`config.mk`:
```
export PLATFORM = sky130hd
export DESIGN_NAME = packet_pacing_interval_top
export DESIGN_NICKNAME = d
export VERILOG_FILES = /design/src/rtl/core/ppi_pkg.sv /design/src/rtl/core/ppi_front.sv /design/src/rtl/core/ppi_queue.sv /design/src/rtl/core/ppi_back.sv /design/src/rtl/core/packet_pacing_interval_top.sv
export SDC_FILE = /design/constraint.sdc
export NUM_CORES = 1
export LEC_CHECK = 0
export ABC_CLOCK_PERIOD_IN_PS = 5650
export BUFFER_PORTS_ARGS = -buffer_cell sky130_fd_sc_hd__buf_4
export CAP_MARGIN = 10
export CORE_UTILIZATION = 35
export DETAILED_ROUTE_END_ITERATION = 12
export GPL_TIMING_DRIVEN = 0
export PLACE_DENSITY = 0.52
export SYNTH_ARGS = -nofsm -noshare
export SYNTH_HDL_FRONTEND = slang
export SYNTH_SLANG_ARGS = --single-unit
```
`constraint.sdc`:
```
create_clock -name clk -period 5.65 [get_ports clk]
set_input_delay 1.4125 -clock clk [delete_from_list [all_inputs] [get_ports clk]]
set_output_delay 1.4125 -clock clk [all_outputs]
set_load 0.005 [all_outputs]
```
`src/rtl/core/ppi_pkg.sv`:
```
package ppi_pkg;

    localparam int CNT_W       = 11;
    localparam int STAMP_W     = 64;
    localparam int GAP_W       = 30;
    localparam int FALL_W      = 32;
    localparam int MAX_PACKETS = 1024;
    localparam int DIV_W       = $clog2(MAX_PACKETS);
    localparam int STEP_W      = $clog2(GAP_W);
    localparam int MIN_PACED   = 4;
    localparam int CFG_IDX_W   = 2;
    localparam int CFG_DATA_W  = 32;
    localparam int QDEPTH      = 2;
    localparam int QPTR_W      = $clog2(QDEPTH);
    localparam int QCNT_W      = $clog2(QDEPTH + 1);

    localparam logic [FALL_W-1:0] FALLBACK_RESET = FALL_W'(0);
    localparam logic [GAP_W-1:0]  MAX_WIN_RESET  = GAP_W'(2000000);
    localparam logic [GAP_W-1:0]  MIN_INT_RESET  = GAP_W'(50000);

    typedef enum logic [CFG_IDX_W-1:0] {
        CFG_FALLBACK = 2'd0,
        CFG_MAX_WIN  = 2'd1,
        CFG_MIN_INT  = 2'd2
    } cfg_idx_t;

    typedef enum logic [1:0] {
        ST_IDLE,
        ST_DIV,
        ST_OUT
    } back_state_t;

    typedef struct packed {
        logic             bypass;
        logic [GAP_W-1:0] window;
        logic [DIV_W-1:0] divisor;
    } job_t;

    typedef struct packed {
        logic div_busy;
        logic out_valid;
    } back_status_t;

endpackage

```
`src/rtl/core/ppi_front.sv`:
```
module ppi_front (
    input  logic                         clk,
    input  logic                         rst_n,
    input  logic                         in_valid,
    output logic                         in_ready,
    input  logic [ppi_pkg::CNT_W-1:0]    pkt_count,
    input  logic [ppi_pkg::STAMP_W-1:0]  capture_time_ns,
    input  logic [ppi_pkg::FALL_W-1:0]   fallback_interval_ns,
    input  logic [ppi_pkg::GAP_W-1:0]    max_window_ns,
    input  logic [ppi_pkg::GAP_W-1:0]    min_interval_ns,
    output logic                         job_valid,
    input  logic                         job_ready,
    output ppi_pkg::job_t                job
);

    logic                         s1_valid_reg;
    logic                         s1_valid_next;
    logic                         s1_few_reg;
    logic [ppi_pkg::STAMP_W-1:0]  s1_interval_reg;
    logic [ppi_pkg::DIV_W-1:0]    s1_divisor_reg;
    logic [ppi_pkg::STAMP_W-1:0]  last_capture_reg;
    logic [ppi_pkg::STAMP_W-1:0]  last_capture_next;
    logic [ppi_pkg::STAMP_W-1:0]  interval;
    logic [ppi_pkg::CNT_W-1:0]    count_sat;
    logic [ppi_pkg::GAP_W-1:0]    window;
    logic                         accept;

    assign in_ready  = !s1_valid_reg || job_ready;
    assign accept    = in_valid && in_ready;
    assign job_valid = s1_valid_reg;

    always_comb
    begin
        interval = ppi_pkg::STAMP_W'(fallback_interval_ns);
        if ((capture_time_ns != '0) && (last_capture_reg != '0)
            && (capture_time_ns > last_capture_reg))
        begin
            interval = capture_time_ns - last_capture_reg;
        end
        if (pkt_count > ppi_pkg::CNT_W'(ppi_pkg::MAX_PACKETS))
        begin
            count_sat = ppi_pkg::CNT_W'(ppi_pkg::MAX_PACKETS);
        end
        else
        begin
            count_sat = pkt_count;
        end
        last_capture_next = last_capture_reg;
        if (accept && (capture_time_ns != '0))
        begin
            last_capture_next = capture_time_ns;
        end
        s1_valid_next = s1_valid_reg;
        if (accept)
        begin
            s1_valid_next = 1'b1;
        end
        else if (job_ready)
        begin
            s1_valid_next = 1'b0;
        end
    end

    always_ff @(posedge clk or negedge rst_n)
    begin
        if (!rst_n)
        begin
            s1_valid_reg     <= 1'b0;
            last_capture_reg <= '0;
        end
        else
        begin
            s1_valid_reg     <= s1_valid_next;
            last_capture_reg <= last_capture_next;
        end
    end

    always_ff @(posedge clk)
    begin
        if (accept)
        begin
            s1_few_reg      <= pkt_count < ppi_pkg::CNT_W'(ppi_pkg::MIN_PACED);
            s1_interval_reg <= interval;
            s1_divisor_reg  <= ppi_pkg::DIV_W'(count_sat - ppi_pkg::CNT_W'(1));
        end
    end

    // classify: pacing off, or a division job for the back end
    always_comb
    begin
        if (s1_interval_reg[ppi_pkg::STAMP_W-1:2]
            > (ppi_pkg::STAMP_W-2)'(max_window_ns))
        begin
            window = max_window_ns;
        end
        else
        begin
            window = s1_interval_reg[ppi_pkg::GAP_W+1:2];
        end
        job.window  = window;
        job.divisor = s1_divisor_reg;
        job.bypass  = s1_few_reg || (s1_interval_reg == '0)
                      || (window < min_interval_ns);
    end

endmodule

```
`src/rtl/core/ppi_queue.sv`:
```
module ppi_queue (
    input  logic          clk,
    input  logic          rst_n,
    input  logic          push,
    output logic          push_ready,
    input  ppi_pkg::job_t push_data,
    input  logic          pop,
    output logic          pop_valid,
    output ppi_pkg::job_t pop_data
);

    ppi_pkg::job_t                mem_reg [ppi_pkg::QDEPTH];
    logic [ppi_pkg::QPTR_W-1:0]   wr_ptr_reg;
    logic [ppi_pkg::QPTR_W-1:0]   rd_ptr_reg;
    logic [ppi_pkg::QCNT_W-1:0]   count_reg;
    logic [ppi_pkg::QCNT_W-1:0]   count_next;
    logic                         do_push;
    logic                         do_pop;

    assign push_ready = count_reg != ppi_pkg::QCNT_W'(ppi_pkg::QDEPTH);
    assign pop_valid  = count_reg != '0;
    assign pop_data   = mem_reg[rd_ptr_reg];
    assign do_push    = push && push_ready;
    assign do_pop     = pop && pop_valid;

    always_comb
    begin
        count_next = count_reg;
        if (do_push && !do_pop)
        begin
            count_next = count_reg + ppi_pkg::QCNT_W'(1);
        end
        else if (do_pop && !do_push)
        begin
            count_next = count_reg - ppi_pkg::QCNT_W'(1);
        end
    end

    always_ff @(posedge clk or negedge rst_n)
    begin
        if (!rst_n)
        begin
            wr_ptr_reg <= '0;
            rd_ptr_reg <= '0;
            count_reg  <= '0;
        end
        else
        begin
            count_reg <= count_next;
            if (do_push)
            begin
                wr_ptr_reg <= wr_ptr_reg + ppi_pkg::QPTR_W'(1);
            end
            if (do_pop)
            begin
                rd_ptr_reg <= rd_ptr_reg + ppi_pkg::QPTR_W'(1);
            end
        end
    end

    always_ff @(posedge clk)
    begin
        if (do_push)
        begin
            mem_reg[wr_ptr_reg] <= push_data;
        end
    end

endmodule

```
`src/rtl/core/ppi_back.sv`:
```
module ppi_back (
    input  logic                      clk,
    input  logic                      rst_n,
    input  logic                      job_valid,
    output logic                      job_pop,
    input  ppi_pkg::job_t             job,
    input  logic [ppi_pkg::GAP_W-1:0] min_interval_ns,
    output logic                      out_valid,
    input  logic                      out_ready,
    output logic [ppi_pkg::GAP_W-1:0] gap_ns,
    output ppi_pkg::back_status_t     status
);

    ppi_pkg::back_state_t         state_reg;
    ppi_pkg::back_state_t         state_next;
    logic [ppi_pkg::DIV_W-1:0]    rem_reg;
    logic [ppi_pkg::DIV_W-1:0]    rem_next;
    logic [ppi_pkg::GAP_W-1:0]    quo_reg;
    logic [ppi_pkg::GAP_W-1:0]    quo_next;
    logic [ppi_pkg::DIV_W-1:0]    div_reg;
    logic [ppi_pkg::DIV_W-1:0]    div_next;
    logic [ppi_pkg::STEP_W-1:0]   step_reg;
    logic [ppi_pkg::STEP_W-1:0]   step_next;
    logic [ppi_pkg::GAP_W-1:0]    gap_reg;
    logic [ppi_pkg::GAP_W-1:0]    gap_next;
    logic [ppi_pkg::DIV_W:0]      trial;
    logic [ppi_pkg::DIV_W:0]      diff;
    logic                         qbit;
    logic [ppi_pkg::GAP_W-1:0]    quo_shift;

    assign gap_ns    = gap_reg;
    assign out_valid = state_reg == ppi_pkg::ST_OUT;
    assign status    = {state_reg == ppi_pkg::ST_DIV, out_valid};

    always_ff @(posedge clk or negedge rst_n)
    begin
        if (!rst_n)
        begin
            state_reg <= ppi_pkg::ST_IDLE;
        end
        else
        begin
            state_reg <= state_next;
        end
    end

    always_ff @(posedge clk)
    begin
        rem_reg  <= rem_next;
        quo_reg  <= quo_next;
        div_reg  <= div_next;
        step_reg <= step_next;
        gap_reg  <= gap_next;
    end

    always_comb
    begin
        trial      = {rem_reg, quo_reg[ppi_pkg::GAP_W-1]};
        diff       = trial - {1'b0, div_reg};
        qbit       = trial >= {1'b0, div_reg};
        quo_shift  = {quo_reg[ppi_pkg::GAP_W-2:0], qbit};
        state_next = state_reg;
        rem_next   = rem_reg;
        quo_next   = quo_reg;
        div_next   = div_reg;
        step_next  = step_reg;
        gap_next   = gap_reg;
        job_pop    = 1'b0;
        case (state_reg)
            ppi_pkg::ST_IDLE:
            begin
                if (job_valid)
                begin
                    job_pop = 1'b1;
                    if (job.bypass)
                    begin
                        gap_next   = '0;
                        state_next = ppi_pkg::ST_OUT;
                    end
                    else
                    begin
                        rem_next   = '0;
                        quo_next   = job.window;
                        div_next   = job.divisor;
                        step_next  = '0;
                        state_next = ppi_pkg::ST_DIV;
                    end
                end
            end
            ppi_pkg::ST_DIV:
            begin
                // one restoring step per cycle, quotient bits shift in from the right
                rem_next  = qbit ? diff[ppi_pkg::DIV_W-1:0] : trial[ppi_pkg::DIV_W-1:0];
                quo_next  = quo_shift;
                step_next = step_reg + ppi_pkg::STEP_W'(1);
                if (step_reg == ppi_pkg::STEP_W'(ppi_pkg::GAP_W - 1))
                begin
                    gap_next   = (quo_shift < min_interval_ns) ? '0 : quo_shift;
                    state_next = ppi_pkg::ST_OUT;
                end
            end
            ppi_pkg::ST_OUT:
            begin
                if (out_ready)
                begin
                    state_next = ppi_pkg::ST_IDLE;
                end
            end
            default:
            begin
                state_next = ppi_pkg::ST_IDLE;
            end
        endcase
    end

endmodule

```
`src/rtl/core/packet_pacing_interval_top.sv`:
```
// Packet pacing gap per video frame. Each input request carries the frame's packet
// count and capture timestamp (0 = none); each one yields exactly one gap_ns result,
// 0 meaning send without pacing. An accepted frame is registered in the front stage,
// classified there and queued as a job; the back end takes the job from the queue,
// and the one-bit-per-cycle restoring divider splits the window over count - 1
// gaps, its last step loading the output register. The divider works on one frame
// at a time; while it is busy, the front stage and the two-entry queue hold further
// frames. Frames that need no division skip the divider; the back end loads a zero
// result into the output register. Configuration writes are always taken.
module packet_pacing_interval_top (
    input  logic                             clk,
    input  logic                             rst_n,
    input  logic                             s_axis_tvalid,
    output logic                             s_axis_tready,
    input  logic [79:0]                      s_axis_tdata,  // pkt_count, capture_time_ns
    output logic                             m_axis_tvalid,
    input  logic                             m_axis_tready,
    output logic [31:0]                      m_axis_tdata,  // gap_ns
    input  logic                             cfg_valid,
    output logic                             cfg_ready,
    input  logic [ppi_pkg::CFG_IDX_W-1:0]    cfg_index,
    input  logic [ppi_pkg::CFG_DATA_W-1:0]   cfg_data
);

    logic [ppi_pkg::FALL_W-1:0]  fallback_reg;
    logic [ppi_pkg::GAP_W-1:0]   max_window_reg;
    logic [ppi_pkg::GAP_W-1:0]   min_interval_reg;
    logic                        front_valid;
    logic                        front_ready;
    ppi_pkg::job_t               front_job;
    logic                        q_valid;
    logic                        q_pop;
    ppi_pkg::job_t               q_job;
    logic [ppi_pkg::GAP_W-1:0]   gap;
    ppi_pkg::back_status_t       back_status;

    assign cfg_ready    = 1'b1;
    assign m_axis_tdata = {2'b00, gap};

    always_ff @(posedge clk or negedge rst_n)
    begin
        if (!rst_n)
        begin
            fallback_reg     <= ppi_pkg::FALLBACK_RESET;
            max_window_reg   <= ppi_pkg::MAX_WIN_RESET;
            min_interval_reg <= ppi_pkg::MIN_INT_RESET;
        end
        else if (cfg_valid && cfg_ready)
        begin
            case (cfg_index)
                ppi_pkg::CFG_FALLBACK: fallback_reg     <= cfg_data;
                ppi_pkg::CFG_MAX_WIN:  max_window_reg   <= cfg_data[ppi_pkg::GAP_W-1:0];
                ppi_pkg::CFG_MIN_INT:  min_interval_reg <= cfg_data[ppi_pkg::GAP_W-1:0];
                default:
                begin
                end
            endcase
        end
    end

    ppi_front u_front (
        .clk                  (clk),
        .rst_n                (rst_n),
        .in_valid             (s_axis_tvalid),
        .in_ready             (s_axis_tready),
        .pkt_count            (s_axis_tdata[10:0]),
        .capture_time_ns      (s_axis_tdata[74:11]),
        .fallback_interval_ns (fallback_reg),
        .max_window_ns        (max_window_reg),
        .min_interval_ns      (min_interval_reg),
        .job_valid            (front_valid),
        .job_ready            (front_ready),
        .job                  (front_job)
    );

    ppi_queue u_queue (
        .clk        (clk),
        .rst_n      (rst_n),
        .push       (front_valid),
        .push_ready (front_ready),
        .push_data  (front_job),
        .pop        (q_pop),
        .pop_valid  (q_valid),
        .pop_data   (q_job)
    );

    ppi_back u_back (
        .clk             (clk),
        .rst_n           (rst_n),
        .job_valid       (q_valid),
        .job_pop         (q_pop),
        .job             (q_job),
        .min_interval_ns (min_interval_reg),
        .out_valid       (m_axis_tvalid),
        .out_ready       (m_axis_tready),
        .gap_ns          (gap),
        .status          (back_status)
    );

`ifndef NO_ASSERTIONS
    a_no_result_during_div: assert property (@(posedge clk) disable iff (!rst_n)
        !(back_status.div_busy && m_axis_tvalid))
        else $error("result shown while divider busy");

    a_no_pop_while_output: assert property (@(posedge clk) disable iff (!rst_n)
        m_axis_tvalid |-> !q_pop)
        else $error("job taken while result pending");

    a_cfg_min_write: assert property (@(posedge clk) disable iff (!rst_n)
        (cfg_valid && cfg_ready && (cfg_index == ppi_pkg::CFG_MIN_INT))
        |=> (min_interval_reg == $past(cfg_data[ppi_pkg::GAP_W-1:0])))
        else $error("min interval write lost");
`endif

endmodule

```
==> metrics.md <==
| Metric | Value |
|---|---|
| Synthesized cell area | 22,600 µm² |
| Final Power | 13.6 mW |
| Number of synthesized flops with an enable pin | 242 |
| Final hold viol count | 0 |
| Max-Cap Viols | 0 |
| Routed wl met3 | 2570 µm |
| Setup ws final | 0.325 ns |
| CP Cell Sequence | inv_1, ha_1, nand4_1, or2_2, o221ai_1, a221oi_1, o21ai_0, clkbuf_1, mux2_2, ha_1, a21o_1, a21oi_1, nor2b_1, o21ai_0, nand2b_1, a21oi_1, o21ai_0, a221oi_1, nand3_1, o21ai_0 |
| Vias in the first global route | 16,439 |
| Fin nets | 2,599 |
| Startpoint Class | flip-flop |
| Grt total ovfl | 0 |
| Most common flop cell mapped by yosys | edfxtp_1 |
| Final Slew Violations | 0 |
| Crit Path Class | flip-flop to flip-flop |
| Synth Register Bits | 405 |
| Worst-Margin Slew | 1.20 ns |
| Worst hold stages | 0 |
| CTS Hold Buffers Added | 0 |
| Worst Path Max Fanout | 10 |
| Layout cells sized above 1 | 0.176 |
| Core area | 63,400 µm² |
| Final setup fails | 0 |
| Drt initial violations | 968 |
| Top sig layer | met4 |
| Worst Reg-to-Reg Cells | 20 |
| Syn Inst Count | 2,111 |
| Final period util | 0.943 |
| Wire length per cell | 20.0 µm |
| RSZ-0062 raised after global routing | no |
| DIE HEIGHT | 256 µm |
| NetSw | 5.17 mW |
| Buffers on Ports | 145 |
| Sequential share of the synthesized area | 0.502 |
| Worst-skew pair later-pin latency | 0.61 ns |
| TritonCTS clock tree | built |
| Setup crit end kind | flip-flop |
| Post-cts gate resize count | 0 |
| Worst path arrival time | 5.68 ns |
| DRC violations left | 0 |
| DP HPWL | 51,100 µm |
| Top cell type's share of synthesized area | 0.321 |
| Antenna violations before repair | 2 |
| Maximum clock rate | 188 MHz |
| Post-CTS setup buffer count | 0 |
| Area post-placement | 24,900 µm² |
| Yosys cell types | 70 |
| Die ar. | 65,700 µm² |
| Critical path's most frequent cell | o21ai_0 |
| Root Driver | clkbuf_16 |
| Yosys warning count | 0 |
| Initial Utilization | 0.357 |
| Final Instance Area | 26,500 µm² |
| Area leader, netlist | edfxtp_1 |
| Layout Skew | 0.0497 ns |
| Number of buffers created by CTS | 47 |
| Gr usage total | 0.193 |
| Power Density | 514 nW/µm² |
| Met2 routed WL | 28,600 µm |
| Crit path time final | 5.33 ns |
| Placer Congestion | 0.904 |
| Via count | 16,442 |
| H-tree depth | 2 |
| Avg Cell Area, Syn | 10.7 µm² |
| First-pass GRT wire length | 97,600 µm |
| DRT Pass-1 Iters | 5 |
| Synth area leaders | edfxtp_1 32%, dfrtp_1 17%, ha_1 9.2% |
| Status | finished, final reports clean |
| Flop pwr share | 0.371 |
| Max clock buf depth | 3 |
| Slew headroom | 0.192 |
| Async SR Flop Fraction | 0.402 |
| Clock-pin slew on the worst setup and hold paths | 0.06 ns |
| Most frequent cells in the layout | 242 x edfxtp_1, 167 x nand2_1, 166 x ha_1, 159 x inv_1, 152 x o21ai_0 |
| Via-to-Cell Ratio | 5.14 |
| Slowest CP cell | clkbuf_1 |
| Max VDD drop | 238 µV |
| CP max stage delay | 0.64 ns |
| Worst hold path class | flip-flop to flip-flop |
| WP data required | 6.00 ns |
| Pre-CTS WS | 0.340 ns |
| Comb power frac | 0.401 |
| Pint | 8.48 mW |
| Number of flip-flops in the largest register | 82 |
| Most common cell after layout, fill and taps aside | edfxtp_1 |
| Antenna Violating Nets Remaining | 0 |
| Largest net degree at the start of global routing | 105 |
| Clock power share | 0.228 |
| # IOs | 154 |
| Switching share of power | 0.379 |
| Leakage | 11.2 nW |
| Site Rows | 92 |
| Final WL | 63,800 µm |
| Met1 WL | 30,300 µm |
| Hold WS | 0.443 ns |
| CTS sink count | 405 |
| P&R area growth vs syn | 17.3% |
| Die W | 256 µm |
## final cells by class
cell class	count	area (µm²)
Fill cell	6091	36900
Sequential cell	405	11400
Multi-Input combinational cell	1465	10400
Clock buffer	61	1280
Timing Repair Buffer	151	1230
Tap cell	846	1060
Inverter	159	597
Buffer	83	349
Clock inverter	27	317
Antenna cell	1	2.50
## worst paths after layout
path / start / to / slack (ns)
max: max_window_reg[10]$_DFFE_PN1P_ / u_queue.mem_reg[0][40]$_DFFE_PP_ / 0.32
min: u_front.s1_divisor_reg[3]$_DFFE_PP_ / u_queue.mem_reg[1][3]$_DFFE_PP_ / 0.44
max reg2reg: max_window_reg[10]$_DFFE_PN1P_ / u_queue.mem_reg[0][40]$_DFFE_PP_ / 0.32
min reg2reg: u_front.s1_divisor_reg[3]$_DFFE_PP_ / u_queue.mem_reg[1][3]$_DFFE_PP_ / 0.44
max in group asynchronous: rst_n / u_front.last_capture_reg[20]$_DFFE_PN0P_ / 3.89
min in group asynchronous: rst_n / u_back.state_reg[0]$_DFFE_PN0P_ / 0.71
## per-layer routing
layer  vias to the layer above  global-route usage
met5                         -                   0
met4                         0              0.0734
met3                       108              0.0246
met2                       387               0.302
met1                      7900               0.271
li1                       8047                   -
## cells in the mapped netlist, drive strengths merged, types with 3 or more instances
master / instances
ha: 166
buf: 21
a311oi: 5
mux2: 137
dfrtp: 150
dfstp: 13
nor3: 20
a221oi: 6
or2: 5
o21bai: 12
a21o: 70
xnor2: 42
nand2: 167
and4: 3
nor2: 149
and3: 6
nor4: 57
mux2i: 34
nor3b: 3
a31o: 4
clkbuf: 62
a31oi: 13
and2: 8
o21a: 10
a21oi: 142
o31ai: 5
o21ai: 158
nand3: 26
nand3b: 4
a22oi: 3
nand4: 50
edfxtp: 242
o211ai: 3
nor2b: 52
a21boi: 4
xor2: 35
or3: 5
nand2b: 23
inv: 159
a211oi: 7
## power by group through the flow
| stage | registers [mW] | clock network (mW) | logic [mW] |
|---|---|---|---|
| floorplan | 4.92 | 0 | 3.73 |
| global placement | 5.15 | 0 | 5.25 |
| detailed placement | 5.13 | 0 | 5.44 |
| CTS | 5.07 | 3.19 | 5.48 |
| global route | 5.17 | 3.30 | 6.08 |
| finish | 5.06 | 3.12 | 5.47 |
## per-stage QoR
| step | utilization | TNS [ns] | cells |
|---|---|---|---|
| floorplan | - | 0 | 2112 |
| global placement | 0.391 | -18.81 | 3103 |
| detailed placement | 0.393 | 0 | 3109 |
| CTS | 0.418 | 0 | 3197 |
| global route | 0.419 | 0 | 3198 |
| finish | 0.419 | 0 | 3198 |
## logic make-up after synthesis
family | count (synthesis) | share of synthesized area
AND/OR/NAND/NOR | 582 | 0.125
adder cells (fa/ha/maj) | 168 | 0.0936
flip-flops | 405 | 0.502
other | 2 | 0.000332
XOR/XNOR | 77 | 0.0298
buffers and inverters | 242 | 0.0418
AO/OA/AOI/OAI | 464 | 0.124
multiplexers | 171 | 0.0832
## critical path, delay by kind of cell (launching register included)
family | cells | cell delay, ns
flip-flops | 1 | 0.54
multiplexers | 1 | 0.46
AND/OR/NAND/NOR | 5 | 0.68
buffers and inverters | 2 | 0.68
adder cells (fa/ha/maj) | 2 | 0.56
AO/OA/AOI/OAI | 10 | 2.15
No activity file was read; power rests on OpenSTA's default activity.
